--- src/sv/nvs_pkg.sv ---
package nvs_pkg;

   // Default sizing
   localparam int DEF_MAX_DIM        = 256;
   localparam int DEF_MAX_CANDIDATES = 65536;

   // Bound loaded at reset
   localparam logic [31:0] RESET_BOUND = 32'd100000;

   // Command codes on the request channel
   localparam logic [1:0] CMD_CLEAR = 2'd0;
   localparam logic [1:0] CMD_QUERY = 2'd1;
   localparam logic [1:0] CMD_CAND  = 2'd2;

   // Datapath widths
   localparam int ACC_W = 48;
   localparam int SQ_W  = 32;

   // Result queue sizing
   localparam int RSP_FIFO_DEPTH = 8;
   localparam int RSP_PTR_W      = 3;
   localparam int RSP_CNT_W      = 4;

   typedef logic [31:0] bound_type;

   typedef struct packed {
      logic [1:0]         cmd;
      logic signed [15:0] value;
      logic               last;
   } req_payload_type;

   typedef struct packed {
      logic [15:0] candidate_index;
      logic [31:0] candidate_distance;
      logic [31:0] best_distance;
      logic [15:0] best_index;
      logic        found;
   } rsp_payload_type;

   // Control carried alongside each item through the pipeline
   typedef struct packed {
      logic valid;
      logic clear;   // clear search
      logic qend;    // last element of a query
      logic cand;    // candidate element
      logic last;    // final element of the candidate
      logic use_el;  // element lies inside the query length
      logic match;   // candidate length equals query length
   } stage_ctl_type;

endpackage

--- src/sv/nvs_stream_if.sv ---
interface nvs_stream_if #(
   parameter type payload_type = logic
) ();
   logic        valid;
   logic        ready;
   payload_type payload;

   modport source (output valid, output payload, input ready);
   modport sink   (input valid, input payload, output ready);
endinterface

--- src/sv/nvs_rsp_fifo.sv ---
module nvs_rsp_fifo (
   input  logic                     clock,
   input  logic                     reset,
   input  logic                     push,
   input  nvs_pkg::rsp_payload_type push_data,
   output logic [nvs_pkg::RSP_CNT_W-1:0] fill,
   nvs_stream_if.source             rsp_if
);
   import nvs_pkg::*;

   rsp_payload_type          queue_mem [RSP_FIFO_DEPTH];
   logic [RSP_PTR_W-1:0]     wr_ptr_ff, wr_ptr_in;
   logic [RSP_PTR_W-1:0]     rd_ptr_ff, rd_ptr_in;
   logic [RSP_CNT_W-1:0]     count_ff, count_in;
   logic                     pop;

   // Head of the queue drives the result channel
   assign rsp_if.valid   = (count_ff != '0);
   assign rsp_if.payload = queue_mem[rd_ptr_ff];
   assign pop            = rsp_if.valid && rsp_if.ready;
   assign fill           = count_ff;

   // Pointer and occupancy update
   always_comb begin
      wr_ptr_in = push ? wr_ptr_ff + 1'b1 : wr_ptr_ff;
      rd_ptr_in = pop  ? rd_ptr_ff + 1'b1 : rd_ptr_ff;
      count_in  = count_ff;
      if (push && !pop) begin
         count_in = count_ff + 1'b1;
      end else if (pop && !push) begin
         count_in = count_ff - 1'b1;
      end
   end

   always_ff @(posedge clock) begin
      if (reset) begin
         wr_ptr_ff <= '0;
         rd_ptr_ff <= '0;
         count_ff  <= '0;
      end else begin
         wr_ptr_ff <= wr_ptr_in;
         rd_ptr_ff <= rd_ptr_in;
         count_ff  <= count_in;
      end
   end

   // Storage, no reset
   always_ff @(posedge clock) begin
      if (push) begin
         queue_mem[wr_ptr_ff] <= push_data;
      end
   end

endmodule

--- src/sv/nearest_vector_search_l2_core.sv ---
// Brute-force nearest-neighbour search, squared Euclidean distance, Q8.8.
// req_if: one element per transfer. cmd clear resets the search state,
//   query elements fill the query store (last ends the query), candidate
//   elements accumulate the squared distance to the stored query.
// rsp_if: one result per candidate, on its last element: index, distance
//   (integer part), best distance, best index and found flag.
// csr_if: single write channel for the bound loaded on clear; always ready.
//   Write it only while no item is in flight.
// Throughput: one element per cycle while req_if.ready is high, set by the
//   query store read and one square and one 48-bit add per pipeline stage.
// A result becomes valid once the candidate's last element, after its
//   transfer, has passed store read, square, accumulate and compare/queue.
// Reset clears all control state, the query length and the best distance
//   (bound returns to 100000); the query store contents are not cleared.
// When rsp_if stalls, results collect in an 8-entry queue; req_if.ready
//   drops only once the queue plus results still in the pipeline fill it.
module nearest_vector_search_l2_core #(
   parameter int MAX_DIM        = nvs_pkg::DEF_MAX_DIM,
   parameter int MAX_CANDIDATES = nvs_pkg::DEF_MAX_CANDIDATES
) (
   input  logic          clock,
   input  logic          reset,
   nvs_stream_if.sink    req_if,
   nvs_stream_if.source  rsp_if,
   nvs_stream_if.sink    csr_if
);
   import nvs_pkg::*;

   localparam int PW = $clog2(MAX_DIM + 1);
   localparam int AW = (MAX_DIM > 1) ? $clog2(MAX_DIM) : 1;
   localparam int CW = $clog2(MAX_CANDIDATES);
   localparam logic [PW-1:0] DIM_P   = PW'(MAX_DIM);
   localparam logic [CW-1:0] CNT_TOP = CW'(MAX_CANDIDATES - 1);

   // ---------------------------------------------------------------
   // Configuration register
   bound_type bound_ff;

   assign csr_if.ready = 1'b1;

   always_ff @(posedge clock) begin
      if (reset) begin
         bound_ff <= RESET_BOUND;
      end else if (csr_if.valid) begin
         bound_ff <= csr_if.payload;
      end
   end

   // ---------------------------------------------------------------
   // Intake: position tracking, query store write, store read
   req_payload_type    req;
   logic               req_ready;
   logic               req_fire;
   logic [PW-1:0]      pos_ff, pos_in;
   logic [PW-1:0]      qlen_ff, qlen_in;
   logic [PW-1:0]      pos_inc;
   logic [PW:0]        cand_len;
   logic signed [15:0] store_mem [MAX_DIM];
   logic signed [15:0] qdat_ff;
   logic signed [15:0] s1_value_ff;
   stage_ctl_type      s1_ctl_ff, s1_ctl_in;
   logic [RSP_CNT_W-1:0] fill;
   logic [RSP_CNT_W-1:0] pending;

   assign req       = req_if.payload;
   assign req_fire  = req_if.valid && req_ready;
   assign pos_inc   = (pos_ff < DIM_P) ? pos_ff + 1'b1 : pos_ff;
   assign cand_len  = {1'b0, pos_ff} + 1'b1;

   always_comb begin
      pos_in    = pos_ff;
      qlen_in   = qlen_ff;
      s1_ctl_in = '0;
      if (req_fire) begin
         unique case (req.cmd)
            CMD_CLEAR: begin
               pos_in          = '0;
               s1_ctl_in.valid = 1'b1;
               s1_ctl_in.clear = 1'b1;
            end
            CMD_QUERY: begin
               if (req.last) begin
                  qlen_in         = pos_inc;
                  pos_in          = '0;
                  s1_ctl_in.valid = 1'b1;
                  s1_ctl_in.qend  = 1'b1;
               end else begin
                  pos_in = pos_inc;
               end
            end
            CMD_CAND: begin
               pos_in           = req.last ? '0 : pos_inc;
               s1_ctl_in.valid  = 1'b1;
               s1_ctl_in.cand   = 1'b1;
               s1_ctl_in.last   = req.last;
               s1_ctl_in.use_el = (pos_ff < qlen_ff);
               s1_ctl_in.match  = (cand_len == {1'b0, qlen_ff});
            end
            default: begin
               pos_in = pos_ff;
            end
         endcase
      end
   end

   always_ff @(posedge clock) begin
      if (reset) begin
         pos_ff    <= '0;
         qlen_ff   <= '0;
         s1_ctl_ff <= '0;
      end else begin
         pos_ff    <= pos_in;
         qlen_ff   <= qlen_in;
         s1_ctl_ff <= s1_ctl_in;
      end
   end

   // Query store: written by query elements, read for candidate elements
   always_ff @(posedge clock) begin
      if (req_fire && (req.cmd == CMD_QUERY) && (pos_ff < DIM_P)) begin
         store_mem[pos_ff[AW-1:0]] <= req.value;
      end
      if (req_fire && (req.cmd == CMD_CAND)) begin
         qdat_ff <= store_mem[pos_ff[AW-1:0]];
      end
      s1_value_ff <= req.value;
   end

   // ---------------------------------------------------------------
   // Stage 1: difference and square
   logic signed [16:0] diff;
   logic signed [33:0] prod;
   logic [SQ_W-1:0]    sq;
   stage_ctl_type      s2_ctl_ff;
   logic [SQ_W-1:0]    s2_sq_ff;

   assign diff = {qdat_ff[15], qdat_ff} - {s1_value_ff[15], s1_value_ff};
   assign prod = diff * diff;
   assign sq   = s1_ctl_ff.use_el ? prod[SQ_W-1:0] : '0;

   always_ff @(posedge clock) begin
      if (reset) begin
         s2_ctl_ff <= '0;
      end else begin
         s2_ctl_ff <= s1_ctl_ff;
      end
   end

   always_ff @(posedge clock) begin
      s2_sq_ff <= sq;
   end

   // ---------------------------------------------------------------
   // Stage 2: saturating accumulate
   logic [ACC_W-1:0] acc_ff, acc_in;
   logic [ACC_W:0]   acc_sum;
   logic [ACC_W-1:0] acc_sat;
   stage_ctl_type    s3_ctl_ff;
   logic [ACC_W-1:0] s3_total_ff;

   assign acc_sum = {1'b0, acc_ff} + (ACC_W + 1)'(s2_sq_ff);
   assign acc_sat = acc_sum[ACC_W] ? '1 : acc_sum[ACC_W-1:0];

   always_comb begin
      acc_in = acc_ff;
      if (s2_ctl_ff.valid) begin
         if (s2_ctl_ff.clear || s2_ctl_ff.qend || s2_ctl_ff.last) begin
            acc_in = '0;
         end else begin
            acc_in = acc_sat;
         end
      end
   end

   always_ff @(posedge clock) begin
      if (reset) begin
         acc_ff    <= '0;
         s3_ctl_ff <= '0;
      end else begin
         acc_ff    <= acc_in;
         s3_ctl_ff <= s2_ctl_ff;
      end
   end

   always_ff @(posedge clock) begin
      s3_total_ff <= acc_sat;
   end

   // ---------------------------------------------------------------
   // Stage 3: integer distance, best tracking, result push
   logic [31:0]     cand_dist;
   logic            better;
   logic            push;
   logic [31:0]     best_ff, best_in;
   logic [CW-1:0]   best_pos_ff, best_pos_in;
   logic            found_ff, found_in;
   logic [CW-1:0]   cand_cnt_ff, cand_cnt_in;
   rsp_payload_type push_data;

   // The top 32 bits of the 48-bit sum are the integer part
   assign cand_dist = s3_ctl_ff.match ? s3_total_ff[ACC_W-1:ACC_W-32] : '0;
   assign better    = (cand_dist < best_ff);
   assign push      = s3_ctl_ff.valid && s3_ctl_ff.cand && s3_ctl_ff.last;

   always_comb begin
      best_in     = best_ff;
      best_pos_in = best_pos_ff;
      found_in    = found_ff;
      cand_cnt_in = cand_cnt_ff;
      if (s3_ctl_ff.valid) begin
         if (s3_ctl_ff.clear) begin
            best_in     = bound_ff;
            best_pos_in = '0;
            found_in    = 1'b0;
            cand_cnt_in = '0;
         end else if (s3_ctl_ff.qend) begin
            cand_cnt_in = '0;
         end else if (push) begin
            if (better) begin
               best_in     = cand_dist;
               best_pos_in = cand_cnt_ff;
               found_in    = 1'b1;
            end
            cand_cnt_in = (cand_cnt_ff == CNT_TOP) ? '0 : cand_cnt_ff + 1'b1;
         end
      end
   end

   always_ff @(posedge clock) begin
      if (reset) begin
         best_ff     <= RESET_BOUND;
         best_pos_ff <= '0;
         found_ff    <= 1'b0;
         cand_cnt_ff <= '0;
      end else begin
         best_ff     <= best_in;
         best_pos_ff <= best_pos_in;
         found_ff    <= found_in;
         cand_cnt_ff <= cand_cnt_in;
      end
   end

   always_comb begin
      push_data.candidate_index    = 16'(cand_cnt_ff);
      push_data.candidate_distance = cand_dist;
      push_data.best_distance      = best_in;
      push_data.best_index         = 16'(best_pos_in);
      push_data.found              = found_in;
   end

   // ---------------------------------------------------------------
   // Result queue and intake credit
   nvs_rsp_fifo u_rsp_fifo (
      .clock     (clock),
      .reset     (reset),
      .push      (push),
      .push_data (push_data),
      .fill      (fill),
      .rsp_if    (rsp_if)
   );

   // Results still in the pipeline must find room in the queue
   assign pending = RSP_CNT_W'(s1_ctl_ff.cand && s1_ctl_ff.last)
                  + RSP_CNT_W'(s2_ctl_ff.cand && s2_ctl_ff.last)
                  + RSP_CNT_W'(s3_ctl_ff.cand && s3_ctl_ff.last);
   assign req_ready    = ((fill + pending) < RSP_CNT_W'(RSP_FIFO_DEPTH));
   assign req_if.ready = req_ready;

endmodule
--- src/flat_wrapper.sv ---
// flat-port wrapper written by rule: the top's interface ports become plain ports
module nearest_vector_search_l2_core_flat import nvs_pkg::*;
#(
   parameter int MAX_DIM        = nvs_pkg::DEF_MAX_DIM,
   parameter int MAX_CANDIDATES = nvs_pkg::DEF_MAX_CANDIDATES
)
  (clock, reset, req_if_valid, req_if_payload, req_if_ready, rsp_if_valid, rsp_if_payload, rsp_if_ready, csr_if_valid, csr_if_payload, csr_if_ready);
  nvs_stream_if req_if_i ();
  nvs_stream_if rsp_if_i ();
  nvs_stream_if csr_if_i ();
  input  logic clock;
  input  logic reset;
  input wire logic [$bits(req_if_i.valid)-1:0] req_if_valid;
  input wire logic [$bits(req_if_i.payload)-1:0] req_if_payload;
  output wire logic [$bits(req_if_i.ready)-1:0] req_if_ready;
  output wire logic [$bits(rsp_if_i.valid)-1:0] rsp_if_valid;
  output wire logic [$bits(rsp_if_i.payload)-1:0] rsp_if_payload;
  input wire logic [$bits(rsp_if_i.ready)-1:0] rsp_if_ready;
  input wire logic [$bits(csr_if_i.valid)-1:0] csr_if_valid;
  input wire logic [$bits(csr_if_i.payload)-1:0] csr_if_payload;
  output wire logic [$bits(csr_if_i.ready)-1:0] csr_if_ready;
  assign req_if_i.valid = req_if_valid;
  assign req_if_i.payload = req_if_payload;
  assign req_if_ready = req_if_i.ready;
  assign rsp_if_valid = rsp_if_i.valid;
  assign rsp_if_payload = rsp_if_i.payload;
  assign rsp_if_i.ready = rsp_if_ready;
  assign csr_if_i.valid = csr_if_valid;
  assign csr_if_i.payload = csr_if_payload;
  assign csr_if_ready = csr_if_i.ready;
  nearest_vector_search_l2_core #(.MAX_DIM(MAX_DIM), .MAX_CANDIDATES(MAX_CANDIDATES)) u_core (.clock(clock), .reset(reset), .req_if(req_if_i), .rsp_if(rsp_if_i), .csr_if(csr_if_i));
endmodule
--- config.mk ---
export PLATFORM = sky130hd
export DESIGN_NAME = nearest_vector_search_l2_core_flat
export DESIGN_NICKNAME = d
export VERILOG_FILES = /design/src/sv/nvs_pkg.sv /design/src/sv/nvs_stream_if.sv /design/src/sv/nvs_rsp_fifo.sv /design/src/sv/nearest_vector_search_l2_core.sv /design/src/flat_wrapper.sv
export SDC_FILE = /design/constraint.sdc
export NUM_CORES = 1
export LEC_CHECK = 0
export ABC_AREA = 1
export ABC_CLOCK_PERIOD_IN_PS = 1240
export CAP_MARGIN = 15
export CORE_AREA = 10 10 47 49
export DETAILED_ROUTE_END_ITERATION = 10
export DIE_AREA = 0 0 57 59
export DONT_BUFFER_PORTS = 1
export HOLD_SLACK_MARGIN = 0.12
export REMOVE_ABC_BUFFERS = 1
export SLEW_MARGIN = 20
export SYNTH_ARGS = -nofsm -noshare
export SYNTH_HDL_FRONTEND = slang
export SYNTH_SLANG_ARGS = --single-unit
--- constraint.sdc ---
create_clock -name clock -period 1.24 [get_ports clock]
set_input_delay 0.248 -clock clock [delete_from_list [all_inputs] [get_ports clock]]
set_output_delay 0.248 -clock clock [all_outputs]
set_load 0.05 [all_outputs]
# == Yosys cells after proc, flatten, opt, wreduce, memory -nomap -nowiden ==
# Memory sizes are Yosys's and may differ from the RTL's. A register that Yosys moved wholly into a read port is not among the register bits.
# Cells that the tools add are included.
# totals
regBits,196
ram_bits,776
inputBits,7
output_inout_bits,4
word_cells,86
n_memories,1
# classes
n_addsub,8
magnitude_cmp,2
n_eq_ne,1
mux,28
n_reduce_logical,18
# memory_table
memory,depth,width,rd,rd_clocked_by_memory_dff,wr,line,text
u_core.u_rsp_fifo.queue_mem,8,97,1,1,1,nvs_rsp_fifo.sv:11,rsp_payload_type queue_mem [RSP_FIFO_DEPTH];
# op_table
op,count
two-way mux 32 bit,6
two-way mux 16 bit,9
two-way mux 48 bit,1
less-than comparator 32 bit,1
"adder 16 x 1 -> 16 bit, second input constant",1
"== test 16 bit, second input constant",1
logical AND 1 bit,9
two-way mux 4 bit,2
two-way mux 1 bit,7
two-way mux 7 bit,1
"adder 3 x 1 -> 3 bit, second input constant",2
two-way mux 3 bit,2
adder 4 x 1 -> 4 bit,1
"adder 4 x 1 -> 4 bit, second input constant",1
adder 4 bit,1
"less-than comparator 4 bit, second input constant",1
AND reduction 2 bit,2
nonzero test 4 bit,1
"subtractor 4 x 1 -> 4 bit, second input constant",1
nonzero test 3 bit,1
adder 1 x 1 -> 2 bit,1
zero test 1 bit,2
logical OR 1 bit,2
nonzero test 2 bit,1

# == Logic depth before layout (Yosys ltp) ==
# logic_depth
depth_word,7
mapped_depth,8
mapped_depth_nobuf,8

# == By module ==
# From an unflattened synthesis, not the netlist that was laid out.
# hier_totals
cells_unflattened,403
area_unflattened_um2,3294.4
# modules_own_cells
module,instances,cells_per_inst,area_each_um2,seq_area_each_um2
nearest_vector_search_l2_core,1,287,2303.5,1401.3
nvs_rsp_fifo,1,116,991.0,500.5

# == Least setup slack after synthesis ==
# OpenSTA, ideal clock, no wires.
# synth_path
kind,register to register
from,"register u_core.u_rsp_fifo.count_ff[0], in the netlist u_core.u_rsp_fifo.fill[0]"
to,"register u_core.u_rsp_fifo.count_ff[0], in the netlist u_core.u_rsp_fifo.fill[0]"
setup_ps,116
arrival_ps,1091
required_time_ps,1124
setup_slack_ps,33
path_stages_with_launch,8
path_buffers,0
synth_period_minus_slack_ps,1207
path_cell_list,dfxtp_1 -> inv_1 -> ha_1 -> nand3_4 -> nand2_4 -> inv_2 -> nor2_1 -> nor2_1
# synth_via
elab_chain_len,5
word_cells_on_any_way,10
classes_between,add/sub: 2; mux: 2; reduce/logical: 6
# synth_lines
element,line,text
"start, declared",nvs_rsp_fifo.sv:14,"logic [RSP_CNT_W-1:0] count_ff, count_in;"
"start signal, assigned",nvs_rsp_fifo.sv:43,count_ff <= count_in;
"parallel branches: the longest is 4 deep, another holds subtractor 4 x 1 -> 4 bit",--,
two-way mux 4 bit (*),nvs_rsp_fifo.sv:28,if (push && !pop) begin
net u_core.u_rsp_fifo.count_in[0],nvs_rsp_fifo.sv:14,
# Mark *: on every way through the listed nets, which the timed path passes. The select of a mux whose other input is x is not followed.
# A chain may end at the register's enable or synchronous reset.

# == Final worst setup path ==
# layout_path
from,"register u_core.u_rsp_fifo.count_ff[0], in the netlist u_core.u_rsp_fifo.fill[0]"
to,output rsp_if_valid
# layout_via
elab_chain_len,1
# layout_lines
element,line,text
nonzero test 4 bit,nvs_rsp_fifo.sv:18,assign rsp_if.valid = (count_ff != '0);
"end, declared",flat_wrapper.sv:16,output wire logic [$bits(rsp_if_i.valid)-1:0] rsp_if_valid;
# No other way between the ends.

==> flow_summary.yaml <==
drt:
  drc_errors: 0
  drtAntennaViolNets: 0
  avgViaCountPerCell: 3.98
  wl_um: 542
  drtPass1Iterations: 4
  wire_per_inst_um: 9.03
  drt_iter0_markers: 5
  vias: 239
setup_path:
  path_cells: "inv_2 -> ha_4 -> nand3_4 -> buf_12"
  path_class: "flip-flop to output pin"
  critPathLaunchType: "flip-flop"
  cp-end-kind: "output pin"
  worstPathRequired_ns: 0.99
  cp_num_buf_inv: 2
  critPathMaxFanout: 3
  slowest_delay_ns: 0.32
  slowest_stage: "dfxtp_2"
  arrival_ns: 0.99
  cp_top_family: "flip-flops"
grt:
  grt-ovfl-total: 0
  grt_first_pass_wirelength_um: 883
  grt_max_degree: 5
  track_usage_pct: 3.45
  grt_pass1_vias: 240
  antenna_found_initial: 0
floorplanning:
  rows: 14
  core_area_sq_um: 1400
  die_h_um: 59
  die-area_sq_um: 3360
  die_x_um: 57
  ioPinCount: 11
  start_util_pct: 17.9
pwr:
  p_int_mw: 0.239
  ir_drop_mv: 0.676
  switching_share_pct: 21.7
  power_leakage_nw: 0.177
  fin_total_pwr_mw: 0.306
  seq_power_share_pct: 42.3
  clkPwrFrac_pct: 51.5
  pwr-share-comb_pct: 6.1
  power.density_nw_per_um2: 854
  p_sw_mw: 0.0664
yosys:
  synth_top_area_cell: "dfxtp_1"
  syn_avg_cell_area_sq_um: 6.95
  synth.area.top_cells: "dfxtp_1 32%, nor2_1 12%, nand2_1 7.5%"
  yosys-top-cells-count: "8 x nor2_1, 5 x nand2_1, 4 x dfxtp_1"
  ys_seq_elements: 4
  yosys_warnings: 0
  synth_edf_count: 0
  synth_top_area_share_pct: 32.0
  syn_area_sq_um: 250
  ys_async_sr_fraction_pct: 0
  synthFlopType: "dfxtp_1"
  ys_types: 15
  synth_cells: 36
  yosysMostFrequentCell: "nor2_1"
  ys_seq_area_share_pct: 32.0
final_layout:
  drive_gt1_share_pct: 47.7
  diodes: 0
  final_area_sq_um: 358
  area_growth_pct: 43.0
  final_nets: 54
  stdcell_count: 60
  largest_register_ffs: 4
placed_design:
  gp_congestion: 0.812
  placed_cell_area_sq_um: 283
  place_inst: 52
  numPortBuffers: 0
  dp.final_hpwl_um: 368
  post-place-ws_ns: 0.0500
timing:
  fin_worst_skew_ns: 0.000388
  fin_tns_setup_ns: 0
  fin_crit_sh_pct: 99.5
  setup_slack_ns: 0.00571
  hold_viol: 0
  grt_setup_unrepaired: "yes"
  setup_viol: 0
  fmaxAchievable_ghz: 0.810
  finalCriticalPeriod_ns: 1.23
  maxSlewViolCount: 0
status:
  outcome: "finished, final reports clean"
clock_tree:
  postCtsHoldBufs: 0
  cts_tree: "done"
  clk_pin_slew_worst_paths_ns: 0.04
  clock_path_buffers: 2
  numClockSinks: 4
  cts_buffers: 3
  ctsHtreeMaxLevel: 1
  clock_latency_ns: 0.23
  clockRootBuffer: "clkbuf_4"
min_path:
  hold_path_class: "input port to flip-flop"
job:
  max_cap_violations: 0
==> per-layer routing <==
| metal | up-vias | routed length [um] | part of all wire, % | GRT usage, % |
|---|---|---|---|---|
| met4 | 0 | 0 | 0 | 2.01 |
| met5 | - | 0 | 0 | 0 |
| li1 | 122 | - | - | - |
| met1 | 105 | 242 | 45 | 3.07 |
| met2 | 12 | 248 | 46 | 4.96 |
| met3 | 0 | 51 | 9.4 | 3.43 |
==> final timing paths <==
path	start	endpoint	slack, ns	cells after the start
setup / recovery	u_core.u_rsp_fifo.fill[0]	rsp_if_valid	0.006	4
setup reg to reg	u_core.u_rsp_fifo.fill[0]	u_core.u_rsp_fifo.fill[0]	0.10	7
hold / removal	reset	u_core.u_rsp_fifo.fill[1]	0.21	3
hold reg to reg	u_core.u_rsp_fifo.fill[1]	u_core.u_rsp_fifo.fill[1]	0.48	2
==> cells in the final DEF, fill, tap and decap left out <==
cell type,count
inv_1,1
nand4_1,2
buf_4,6
dfxtp_2,2
dfxtp_1,2
inv_2,5
conb_1,2
buf_12,1
nor2_2,1
a31oi_1,1
nor2_1,8
nand3_4,1
clkbuf_4,3
o21ai_0,1
nand2_1,5
nand3_1,1
nand2_4,1
ha_4,1
==> stage by stage <==
| step | util [%] | hold slack (ns) |
|---|---|---|
| detailed placement | 20.2 | 0.454 |
| floorplan | - | 0.424 |
| finish | 25.5 | 0.207 |
| global placement | 20.2 | 0.438 |
| CTS | 25.0 | 0.202 |
| global route | 25.5 | 0.226 |
==> what timing repair did <==
action                     4_1_cts  5_1_grt
gates resized for setup          6        0
pin swaps                        2        0
cloned                           0        0
buffers inserted                 4        1
setup endpoints to repair        1        1
==> final cells by class <==
| class | count | area (sq um) |
|---|---|---|
| inverters | 6 | 22.5 |
| fillers | 161 | 1040 |
| well taps | 16 | 20.0 |
| flip-flops and latches | 4 | 82.6 |
| multi-input cells | 24 | 145 |
| repair buffers | 7 | 65.1 |
| clock buffers | 3 | 22.5 |
==> worst reg2reg max path: stages (launching register included) <==
cell	delay (ns)
dfxtp_2	0.34
inv_2	0.05
ha_4	0.16
nand3_4	0.07
buf_4	0.13
nand2_4	0.05
o21ai_0	0.16
nor2_1	0.06
==> power by group through the flow <==
| stage | Combinational [mW] | Clock (mW) | Sequential (mW) |
|---|---|---|---|
| 2_1_floorplan | 0.0173 | 0 | 0.131 |
| 3_3_place_gp | 0.0183 | 0 | 0.131 |
| 3_5_place_dp | 0.0182 | 0 | 0.131 |
| 4_1_cts | 0.0183 | 0.163 | 0.129 |
| 5_1_grt | 0.0199 | 0.177 | 0.129 |
| 6_report | 0.0187 | 0.157 | 0.129 |
==> cells by family (layout without fill, tap and decap cells) <==
kind of cell,Yosys count,in the layout,synth area share (%)
flip-flops,4,4,32.0
buffers and inverters,8,16,15.0
other,2,2,3.00
AO/OA/AOI/OAI,2,2,4.50
adder cells (fa/ha/maj),1,1,5.00
AND/OR/NAND/NOR,19,19,40.5
Power figures use the tool's default switching activity.
